**src/rtl/assert_macros.svh**
```systemverilog
// assertion helpers shared by the rtl; empty bodies under synthesis
`ifndef ASSERT_MACROS_SVH
`define ASSERT_MACROS_SVH

`ifndef SYNTHESIS

// property that must hold at every sampled edge out of reset
`define ASSERT_ALWAYS(lbl, clk, rst_n, prop) \
	lbl: assert property (@(posedge clk) disable iff (!rst_n) (prop)) \
		else $error("assertion failed");

// condition in one cycle forces a result in the next
`define ASSERT_NEXT(lbl, clk, rst_n, cond, res) \
	lbl: assert property (@(posedge clk) disable iff (!rst_n) (cond) |=> (res)) \
		else $error("assertion failed");

`else

`define ASSERT_ALWAYS(lbl, clk, rst_n, prop)
`define ASSERT_NEXT(lbl, clk, rst_n, cond, res)

`endif

`endif

```
**src/rtl/owbm_pkg.sv**
```systemverilog
// ----------------------------------------------------------------------------
// owbm_pkg
// Constants shared by the 1-Wire bus master: register map, defaults, tails, command codes.
// ----------------------------------------------------------------------------
package owbm_pkg;

	localparam int unsigned REG_W   = 10;
	localparam int unsigned NUM_REGS = 8;
	localparam int unsigned IDX_W   = 3;

	typedef logic [REG_W-1:0] reg_val_t;
	typedef logic [IDX_W-1:0] reg_idx_t;

	// register indexes
	localparam reg_idx_t REG_RESET_LOW     = 3'd0;
	localparam reg_idx_t REG_PRESENCE_SAMP = 3'd1;
	localparam reg_idx_t REG_RESET_REC     = 3'd2;
	localparam reg_idx_t REG_WR1_LOW       = 3'd3;
	localparam reg_idx_t REG_WR0_LOW       = 3'd4;
	localparam reg_idx_t REG_RD_LOW        = 3'd5;
	localparam reg_idx_t REG_RD_SAMPLE     = 3'd6;
	localparam reg_idx_t REG_RD_TAIL       = 3'd7;

	// register reset values
	localparam reg_val_t DEF_RESET_LOW     = 10'd480;
	localparam reg_val_t DEF_PRESENCE_SAMP = 10'd70;
	localparam reg_val_t DEF_RESET_REC     = 10'd410;
	localparam reg_val_t DEF_WR1_LOW       = 10'd6;
	localparam reg_val_t DEF_WR0_LOW       = 10'd60;
	localparam reg_val_t DEF_RD_LOW        = 10'd2;
	localparam reg_val_t DEF_RD_SAMPLE     = 10'd10;
	localparam reg_val_t DEF_RD_TAIL       = 10'd50;

	// fixed write slot tails
	localparam reg_val_t TAIL_ONE  = 10'd64;
	localparam reg_val_t TAIL_ZERO = 10'd10;

	// command codes
	typedef enum logic [1:0] {
		MODE_TICK  = 2'd0,
		MODE_RESET = 2'd1,
		MODE_WRITE = 2'd2,
		MODE_READ  = 2'd3
	} mode_t;

endpackage

```
**src/rtl/one_wire_bus_master.sv**
```systemverilog
// ----------------------------------------------------------------------------
// one_wire_bus_master
// Open-drain 1-Wire master stepped once per microsecond tick: reset/presence,
// byte write and byte read slots, lsb first, with programmable slot timing.
//
//  channel | dir | handshake        | payload
//  --------+-----+------------------+-------------------------------------
//  s_*     | in  | tvalid / tready  | one tick: tuser=mode, tdata=byte,level
//  m_*     | out | tvalid / tready  | one status word per tick
//  cfg_*   | in  | we only          | timing register write
//
// One tick is accepted per cycle while s_tready is high; its status word appears
// the next cycle in the output register, set by the combinational phase/counter update.
// s_tready drops only while a status word waits and m_tready is low.
// Reset (arst_n) returns to idle, clears status and loads default timings.
// ----------------------------------------------------------------------------
module one_wire_bus_master #(
	parameter int unsigned TIME_WIDTH = 10
) (
	input  logic        clk,
	input  logic        arst_n,
	input  logic        s_tvalid,
	output logic        s_tready,
	input  logic [15:0] s_tdata,   // write_data[7:0], line_level[8], zeros
	input  logic [1:0]  s_tuser,   // mode[1:0]
	output logic        m_tvalid,
	input  logic        m_tready,
	output logic [15:0] m_tdata,   // drive_low[0], busy_res[1], done_res[2],
	                               // presence[3], read_data[11:4],
	                               // command_rejected[12], zeros
	input  logic        cfg_we,
	input  logic [2:0]  cfg_index,
	input  logic [9:0]  cfg_data
);

	localparam int unsigned CMP_W =
		((TIME_WIDTH > owbm_pkg::REG_W) ? TIME_WIDTH : owbm_pkg::REG_W) + 1;

	typedef enum logic [3:0] {
		PH_IDLE   = 4'd0,
		PH_RLOW   = 4'd1,
		PH_RWAIT  = 4'd2,
		PH_RREC   = 4'd3,
		PH_WLOW   = 4'd4,
		PH_WTAIL  = 4'd5,
		PH_RDLOW  = 4'd6,
		PH_RDWAIT = 4'd7,
		PH_RDTAIL = 4'd8
	} phase_t;

	owbm_pkg::reg_val_t regs_q [owbm_pkg::NUM_REGS];

	phase_t                phase_q;
	logic [TIME_WIDTH-1:0] time_count_q;
	logic [2:0]            bit_index_q;
	logic [7:0]            shift_byte_q;
	logic                  presence_q;
	logic [7:0]            read_byte_q;
	logic                  out_valid_q;
	logic [15:0]           out_data_q;

	owbm_pkg::mode_t mode;
	logic [7:0]      wd;
	logic            lvl;
	logic            accept;

	phase_t                ph_c, ph_n;
	logic [TIME_WIDTH-1:0] tc_c, tc_n;
	logic [2:0]            bi_c, bi_n;
	logic [7:0]            sb_c, sb_n;
	logic                  pres_n;
	logic [7:0]            rdb_n;
	logic                  rej, done, drive, busy, moved;
	owbm_pkg::reg_val_t    dur;

	// a phase of d ticks ends on its last tick, zero acts as one
	function automatic logic phase_over(input logic [TIME_WIDTH-1:0] tc,
			input owbm_pkg::reg_val_t d);
		logic [CMP_W-1:0] sum;
		sum = CMP_W'(tc) + CMP_W'(1);
		return sum >= CMP_W'(d);
	endfunction

	assign mode   = owbm_pkg::mode_t'(s_tuser);
	assign wd     = s_tdata[7:0];
	assign lvl    = s_tdata[8];
	assign s_tready = !out_valid_q || m_tready;
	assign accept = s_tvalid && s_tready;

	always_comb begin
		// command start is folded into the same tick
		ph_c = phase_q;
		tc_c = time_count_q;
		bi_c = bit_index_q;
		sb_c = shift_byte_q;
		rej  = 1'b0;
		if (phase_q == PH_IDLE) begin
			tc_c = '0;
			case (mode)
				owbm_pkg::MODE_RESET: ph_c = PH_RLOW;
				owbm_pkg::MODE_WRITE: begin
					ph_c = PH_WLOW;
					sb_c = wd;
					bi_c = 3'd0;
				end
				owbm_pkg::MODE_READ: begin
					ph_c = PH_RDLOW;
					sb_c = 8'd0;
					bi_c = 3'd0;
				end
				default: ph_c = PH_IDLE;
			endcase
		end else if (mode != owbm_pkg::MODE_TICK) begin
			rej = 1'b1;
		end

		ph_n   = ph_c;
		bi_n   = bi_c;
		sb_n   = sb_c;
		pres_n = presence_q;
		rdb_n  = read_byte_q;
		done   = 1'b0;
		moved  = 1'b0;
		busy   = (ph_c != PH_IDLE);
		drive  = (ph_c == PH_RLOW) || (ph_c == PH_WLOW) || (ph_c == PH_RDLOW);
		dur    = '0;

		unique case (ph_c)
			PH_IDLE: ;
			PH_RLOW: begin
				dur = regs_q[owbm_pkg::REG_RESET_LOW];
				if (phase_over(tc_c, dur)) begin
					ph_n  = PH_RWAIT;
					moved = 1'b1;
				end
			end
			PH_RWAIT: begin
				dur = regs_q[owbm_pkg::REG_PRESENCE_SAMP];
				if (phase_over(tc_c, dur)) begin
					ph_n  = PH_RREC;
					moved = 1'b1;
				end
			end
			PH_RREC: begin
				dur = regs_q[owbm_pkg::REG_RESET_REC];
				if (tc_c == '0) pres_n = !lvl;
				if (phase_over(tc_c, dur)) begin
					done  = 1'b1;
					ph_n  = PH_IDLE;
					moved = 1'b1;
				end
			end
			PH_WLOW: begin
				dur = sb_c[0] ? regs_q[owbm_pkg::REG_WR1_LOW] : regs_q[owbm_pkg::REG_WR0_LOW];
				if (phase_over(tc_c, dur)) begin
					ph_n  = PH_WTAIL;
					moved = 1'b1;
				end
			end
			PH_WTAIL: begin
				dur = sb_c[0] ? owbm_pkg::TAIL_ONE : owbm_pkg::TAIL_ZERO;
				if (phase_over(tc_c, dur)) begin
					sb_n  = {1'b0, sb_c[7:1]};
					moved = 1'b1;
					if (bi_c == 3'd7) begin
						done = 1'b1;
						ph_n = PH_IDLE;
					end else begin
						bi_n = bi_c + 3'd1;
						ph_n = PH_WLOW;
					end
				end
			end
			PH_RDLOW: begin
				dur = regs_q[owbm_pkg::REG_RD_LOW];
				if (phase_over(tc_c, dur)) begin
					// zero sample time skips the wait
					ph_n  = (regs_q[owbm_pkg::REG_RD_SAMPLE] == '0) ? PH_RDTAIL : PH_RDWAIT;
					moved = 1'b1;
				end
			end
			PH_RDWAIT: begin
				dur = regs_q[owbm_pkg::REG_RD_SAMPLE];
				if (phase_over(tc_c, dur)) begin
					ph_n  = PH_RDTAIL;
					moved = 1'b1;
				end
			end
			PH_RDTAIL: begin
				dur = regs_q[owbm_pkg::REG_RD_TAIL];
				if (tc_c == '0) sb_n = {lvl, sb_c[7:1]};
				if (phase_over(tc_c, dur)) begin
					moved = 1'b1;
					if (bi_c == 3'd7) begin
						rdb_n = sb_n;
						done  = 1'b1;
						ph_n  = PH_IDLE;
					end else begin
						bi_n = bi_c + 3'd1;
						ph_n = PH_RDLOW;
					end
				end
			end
			default: begin
				busy  = 1'b0;
				drive = 1'b0;
				ph_n  = PH_IDLE;
				moved = 1'b1;
			end
		endcase

		if (ph_c == PH_IDLE) tc_n = '0;
		else if (moved)      tc_n = '0;
		else                 tc_n = tc_c + TIME_WIDTH'(1);
	end

	always_ff @(posedge clk or negedge arst_n) begin
		if (!arst_n) begin
			regs_q[owbm_pkg::REG_RESET_LOW]     <= owbm_pkg::DEF_RESET_LOW;
			regs_q[owbm_pkg::REG_PRESENCE_SAMP] <= owbm_pkg::DEF_PRESENCE_SAMP;
			regs_q[owbm_pkg::REG_RESET_REC]     <= owbm_pkg::DEF_RESET_REC;
			regs_q[owbm_pkg::REG_WR1_LOW]       <= owbm_pkg::DEF_WR1_LOW;
			regs_q[owbm_pkg::REG_WR0_LOW]       <= owbm_pkg::DEF_WR0_LOW;
			regs_q[owbm_pkg::REG_RD_LOW]        <= owbm_pkg::DEF_RD_LOW;
			regs_q[owbm_pkg::REG_RD_SAMPLE]     <= owbm_pkg::DEF_RD_SAMPLE;
			regs_q[owbm_pkg::REG_RD_TAIL]       <= owbm_pkg::DEF_RD_TAIL;
		end else if (cfg_we) begin
			regs_q[cfg_index] <= cfg_data;
		end
	end

	always_ff @(posedge clk or negedge arst_n) begin
		if (!arst_n) begin
			phase_q      <= PH_IDLE;
			time_count_q <= '0;
			bit_index_q  <= 3'd0;
			shift_byte_q <= 8'd0;
			presence_q   <= 1'b0;
			read_byte_q  <= 8'd0;
			out_valid_q  <= 1'b0;
			out_data_q   <= 16'd0;
		end else begin
			if (accept) begin
				phase_q      <= ph_n;
				time_count_q <= tc_n;
				bit_index_q  <= bi_n;
				shift_byte_q <= sb_n;
				presence_q   <= pres_n;
				read_byte_q  <= rdb_n;
				out_data_q   <= {3'd0, rej, rdb_n, pres_n, done, busy, drive};
				out_valid_q  <= 1'b1;
			end else if (m_tready) begin
				out_valid_q <= 1'b0;
			end
		end
	end

	assign m_tvalid = out_valid_q;
	assign m_tdata  = out_data_q;

	`include "assert_macros.svh"

	`ASSERT_ALWAYS(a_done_busy, clk, arst_n, !out_valid_q || !out_data_q[2] || out_data_q[1])
	`ASSERT_ALWAYS(a_drive_busy, clk, arst_n, !out_valid_q || !out_data_q[0] || out_data_q[1])
	`ASSERT_ALWAYS(a_idle_count, clk, arst_n, (phase_q != PH_IDLE) || (time_count_q == '0))
	`ASSERT_NEXT(a_reject, clk, arst_n,
		accept && (phase_q != PH_IDLE) && (mode != owbm_pkg::MODE_TICK),
		out_valid_q && out_data_q[12])

endmodule

```
**config.mk**
```make
export PLATFORM = sky130hd
export DESIGN_NAME = one_wire_bus_master
export DESIGN_NICKNAME = d
export VERILOG_FILES = /design/src/rtl/owbm_pkg.sv /design/src/rtl/one_wire_bus_master.sv
export VERILOG_INCLUDE_DIRS = /design/src /design/src/rtl
export SDC_FILE = /design/constraint.sdc
export NUM_CORES = 1
export LEC_CHECK = 0
export ABC_AREA = 0
export BUFFER_PORTS_ARGS = -buffer_cell sky130_fd_sc_hd__buf_2
export CAP_MARGIN = 20
export CORE_MARGIN = 1.5
export CORE_UTILIZATION = 61
export DETAILED_ROUTE_END_ITERATION = 6
export PLACE_DENSITY = 0.81
export SLEW_MARGIN = 20
export SYNTH_ARGS = -nofsm -noshare
export SYNTH_HDL_FRONTEND = slang
export SYNTH_SLANG_ARGS = --single-unit
```
**constraint.sdc**
```tcl
create_clock -name clk -period 5.2 [get_ports clk]
set_input_delay 0.52 -clock clk [delete_from_list [all_inputs] [get_ports clk]]
set_output_delay 0.52 -clock clk [all_outputs]
set_load 0.02 [all_outputs]
```
# Word-level counts from Yosys, hierarchy flattened
# Index checks and enable logic that the tools add are counted.
# Widths: inputs -> output; s select.
[classes]
add_sub_neg = 3
n_lt_le_gt_ge = 10
n_eq_ne = 12
muxes = 57
bitwise = 1
n_reduce_logical = 16
[ops]
columns = ["operator", "n"]
rows = [
  ["$bwmux 80", 1],
  ["$ge 11x10->1", 7],
  ["$mux 10", 5],
  ["$mux 8", 6],
  ["$mux 4", 10],
  ["$pmux 4 s9", 1],
  ["$pmux 8 s2", 2],
  ["$demux 10 s3", 1],
  ["$mux 3", 7],
  ["$logic_not 10->1", 2],
  ["$mux 1", 19],
  ["$eq 4x3->1 const B", 4],
  ["$add 10x1->11 const B", 1],
  ["$ge 11x7->1", 1],
  ["$add 10x1->10 const B", 1],
  ["$pmux 1 s9", 1],
  ["$pmux 3 s3", 1],
  ["$reduce_or 9->1", 1],
  ["$eq 4x2->1 const B", 2],
  ["$logic_not 4->1", 2],
  ["$mux 7", 1],
  ["$pmux 3 s2", 1],
  ["$eq 2x2->1 const B", 2],
  ["$eq 4x1->1 const B", 1],
  ["other kinds (14)", 19],
]
[totals]
register_bits = 128
input_bits = 36
output_inout_bits = 18
elab_cells = 115

# Depth between registers and ports, before layout
[depth]
word_depth = 9
depth_mapped = 20
mapped_depth_nobuf = 15

# Least setup slack after synthesis
# OpenSTA, ideal clock, no wires.
[synth_path]
kind = "reg-to-reg"
from = "register phase_q[1]"
to = "register time_count_q[2]"
arrival_ns = 4.256
path_slack_ns = 0.875
path_stages_with_launch = 16
n_path_buf = 1
synth_period_minus_slack_ns = 4.325
path_cell_list = "dfrtp_1 > or4_4 > buf_2 > and2_1 > ha_1 > xnor2_1 > ha_1 > or2_2 > a211oi_1 > a21oi_1 > a21boi_0 > o21ai_0 > a221oi_1 > nand3_1 > nor4_4 > a32o_1"
[synth_via]
elab_chain_cells = 8
elab_cells_between_ends = 36
cone_classes = "add/sub (2); order compare (8); eq/ne (8); mux (16); reduce/logical (2)"
[synth_rtl]
columns = ["item", "line_no", "rtl"]
rows = [
  ["start: declaration", "one_wire_bus_master.sv:53", "phase_t phase_q;"],
  ["start signal: assignment", "one_wire_bus_master.sv:244", "phase_q <= ph_n;"],
  ["$logic_not 4->1", "one_wire_bus_master.sv:97", "if (phase_q == PH_IDLE) begin"],
  ["$mux 10 / $mux 8 (equally long branches)", "one_wire_bus_master.sv:97", ""],
  ["$add 10x1->11, or another cell as far along", "one_wire_bus_master.sv:80", "sum = CMP_W'(tc) + CMP_W'(1);"],
  ["$ge 11x10->1 / $ge 11x7->1 (equally long branches)", "one_wire_bus_master.sv:81", "return sum >= CMP_W'(d);"],
  ["$mux 1, or another cell as far along", "one_wire_bus_master.sv:192", "if (phase_over(tc_c, dur)) begin"],
  ["$pmux 1 s9", "one_wire_bus_master.sv:128", "unique case (ph_c)"],
  ["$mux 10", "one_wire_bus_master.sv:213", "else if (moved) tc_n = '0;"],
  ["$mux 10 (*)", "one_wire_bus_master.sv:212", "if (ph_c == PH_IDLE) tc_n = '0;"],
  ["end signal: assignment", "one_wire_bus_master.sv:245", "time_count_q <= tc_n;"],
  ["end: declaration", "one_wire_bus_master.sv:54", "logic [TIME_WIDTH-1:0] time_count_q;"],
]
# Mark *: on every way between the ends. The rest lies on a longest branch, timed or not.
# A chain may end at the register's enable or synchronous reset.

# Final worst setup path
[layout_path]
from = "register phase_q[2]"
to = "register time_count_q[3]"
# The elaborated chain is that of the path after synthesis.

==> results.py <==
metrics = {
    "worst_setup_path": {
        "cp_max_fo": 13,
        "start_kind": "flop",
        "r2r_end": "time_count_q[3]",
        "max_stage_delay_ps": 640,
        "r2r-start": "phase_q[2]",
        "r2r_setup_slack_ps": 340,
        "ff2ff_path_depth": 15,
        "arrival_ps": 5210,
        "critPathSlowestCell": "nor4_4",
        "crit_type": "reg2reg",
        "cp-end-kind": "flop",
        "path_cells": "or4_4 > nand2_1 > inv_1 > ha_1 > xnor2_1 > ha_1 > or2_2 > a211oi_1 > a21oi_1 > a21boi_0 > o21ai_0 > a221oi_1 > nand3_1 > nor4_4 > a32o_1",
        "cp_common_cell": "ha_1",
        "crit_required_ps": 5550,
    },
    "min_path": {
        "hp-class": "in2async",
    },
    "synth": {
        "async_reset_ff_share_pct": 100,
        "ys_types": 71,
        "ys_seq_area_share_pct": 40.7,
        "syn_inst": 754,
        "ys.flop_type": "dfrtp_1",
        "syn-mean-instance-area_um2": 9.79,
        "synth_edf_count": 0,
        "syn-cell-area_um2": 7380,
        "yosys_warnings": 0,
        "ys_seq_elements": 119,
    },
    "floorplanning": {
        "die_h_um": 113,
        "rows": 39,
        "io_pins": 54,
        "die-area_um2": 12800,
        "start_util_pct": 63.6,
        "core_area_um2": 11600,
        "die_w_um": 113,
    },
    "timing": {
        "min_period_ps": 4860,
        "rsz0062_at_grt": "no",
        "tightestPinTransition_ps": 1040,
        "final.setup.tns_ps": 0,
        "skew_ps": 8.35,
        "period_share_pct": 93.5,
        "final_max_slew_viol_count": 0,
        "max-slew-margin-rel_pct": 30.0,
        "finalHoldViolations": 0,
        "setup_viol": 0,
        "max_freq_mhz": 206,
    },
    "global_routing": {
        "grt_overflow": 0,
        "use_met2_pct": 51.1,
        "track_usage_pct": 30.5,
        "antenna_found_initial": 0,
        "grtUsageMet1_pct": 37.9,
        "met3_usage_pct": 7.50,
        "grt_pass1_vias": 6093,
        "grt_max_degree": 76,
        "gr-max-usage-layer": "met2",
        "grt_first_pass_wirelength_mm": 30.1,
    },
    "placed_design": {
        "dp_hpwl_mm": 12.6,
        "place_congestion": 0.908,
        "placed_cells": 914,
        "portBuffers": 43,
    },
    "power_and_ir_drop": {
        "leakage_nw": 3.90,
        "p_sw_share_pct": 32.8,
        "p_int_mw": 2.70,
        "p_per_area_nw_per_um2": 477,
        "irDropWorstVdd_mv": 0.343,
        "p_sw_mw": 1.32,
        "seqPwrFrac_pct": 32.0,
        "p_clk_share_pct": 34.8,
        "pwr-share-comb_pct": 33.2,
    },
    "detailed_routing": {
        "routedWlPerCell_um": 19.4,
        "vias": 6078,
        "vias_per_cell": 6.42,
        "drt_pass1_iterations": 6,
        "drc": 0,
        "ant_nets": 0,
        "postRouteWirelength_mm": 18.3,
        "drtIter0Drc": 525,
    },
    "clocking": {
        "clkSlewWorstSetupHoldPaths_ps": 50,
        "ctsHoldBuffers": 0,
        "postCtsSetupRepairBufs": 0,
        "cts_max_level": 4,
        "cts_tree": "done",
        "cts_buffer_depth": 2,
        "cts_resized": 0,
        "cts.sinks": 119,
        "clkLatencyLatePin_ps": 420,
        "clockRootBuffer": "clkbuf_16",
        "cts-buffers-inserted": 17,
    },
    "outcome": {
        "status": "finished, final reports clean",
    },
    "finish": {
        "nets": 879,
        "final_cells": 946,
        "area_delta_synth_final_pct": 14.0,
        "n_antenna_cell": 0,
        "drive_gt1_share_pct": 24.7,
    },
    "job": {
        "drv_cap": 0,
    },
}
-- logic make-up after synthesis --
family	synth area share, %
AO/OA/AOI/OAI	14.5
XOR/XNOR	1.31
adder cells (fa/ha/maj)	10.1
buffers and inverters	5.68
flip-flops	40.7
multiplexers	12.3
other	0.0508
AND/OR/NAND/NOR	15.2
-- through the flow --
step	hold slack (ps)	setup slack (ps)	cell area, µm²	total power [mW]	util (%)
final	219	339	8420	4.01	72.5
after global routing	317	135	8420	4.24	72.5
after CTS	265	420	8410	4.01	72.4
after detailed placement	460	502	7710	2.58	66.4
after global placement	458	638	7710	2.50	66.4
after floorplan	224	875	7390	2.21	-
-- cells in the mapped netlist (8+ instances only) --
cell / count / share of area [%]
nand2_1: 72 / 3.7
ha_1: 53 / 9.0
xnor2_1: 8 / 0.95
o21ai_0: 47 / 3.2
and3_1: 8 / 0.68
a32o_1: 10 / 1.4
nand3_1: 21 / 1.4
nor2_1: 42 / 2.1
clkbuf_1: 26 / 1.3
dfstp_2: 24 / 8.5
nor3b_1: 9 / 0.92
dfrtp_1: 95 / 32
mux2i_1: 10 / 1.4
a21oi_1: 23 / 1.6
nor3_1: 25 / 1.7
mux2_2: 68 / 10
inv_1: 60 / 3.1
nand2b_1: 9 / 0.76
-- state kept, by name, indices dropped and copies added (netlist names) --
register      count
phase_q           4
regs_q           80
bit_index_q       3
m_tvalid          1
shift_byte_q      8
time_count_q     10
read_byte_q       7
m_tdata           6
-- metal layers --
layer	part of all wire, %	routed length (µm)
met1	42	7630
met2	49	9030
met3	6.4	1180
met4	2.6	482
met5	0	0
-- cell usage in the layout, fill, tap and decap left out, types with 10 or more instances in the layout --
cell type,count
o21ai_0,46
ha_1,53
mux2i_1,10
mux2_2,68
buf_2,42
nand2_1,72
buf_4,14
nand3_1,21
nor3_1,25
nor2_1,42
a21oi_1,23
clkbuf_16,17
a32o_1,10
inv_1,60
dfstp_2,24
dfrtp_1,95
-- power by group through the flow --
stage	clock, mW	sequential (mW)	combinational (mW)
5_1_grt	1.45	1.30	1.48
6_report	1.40	1.28	1.33
4_1_cts	1.41	1.28	1.32
2_1_floorplan	0	1.25	0.955
3_3_place_gp	0	1.27	1.23
3_5_place_dp	0	1.29	1.29
-- worst max-delay path, delay by kind of cell, from the launching register on --
family	cells	cell delay (ps)
compound gates	6	1390
flops	1	500
xor+xnor	1	340
simple gates	5	1900
fa+ha+maj	2	520
buf+inv	1	120
-- cell type report --
| cell class | instances | area, µm² |
|---|---|---|
| fillers | 838 | 3200 |
| well taps | 143 | 179 |
| multi-input cells | 535 | 3990 |
| clock inverters | 8 | 218 |
| repair buffers | 56 | 315 |
| inverters | 61 | 229 |
| clock buffers | 24 | 482 |
| flip-flops and latches | 119 | 3010 |
-- how the worst max path moves through the flow --
stage / startpoint / end / slack (ps) / cells past startpoint
after floorplan: phase_q[1] / time_count_q[2] / 880 / 15
after global placement: phase_q[2] / time_count_q[2] / 640 / 15
after detailed placement: phase_q[2] / time_count_q[2] / 500 / 15
after CTS: phase_q[2] / time_count_q[3] / 420 / 15
after global routing: phase_q[2] / time_count_q[3] / 140 / 15
final: phase_q[2] / time_count_q[3] / 340 / 15
Note: power is estimated with default switching activity, not from simulation.
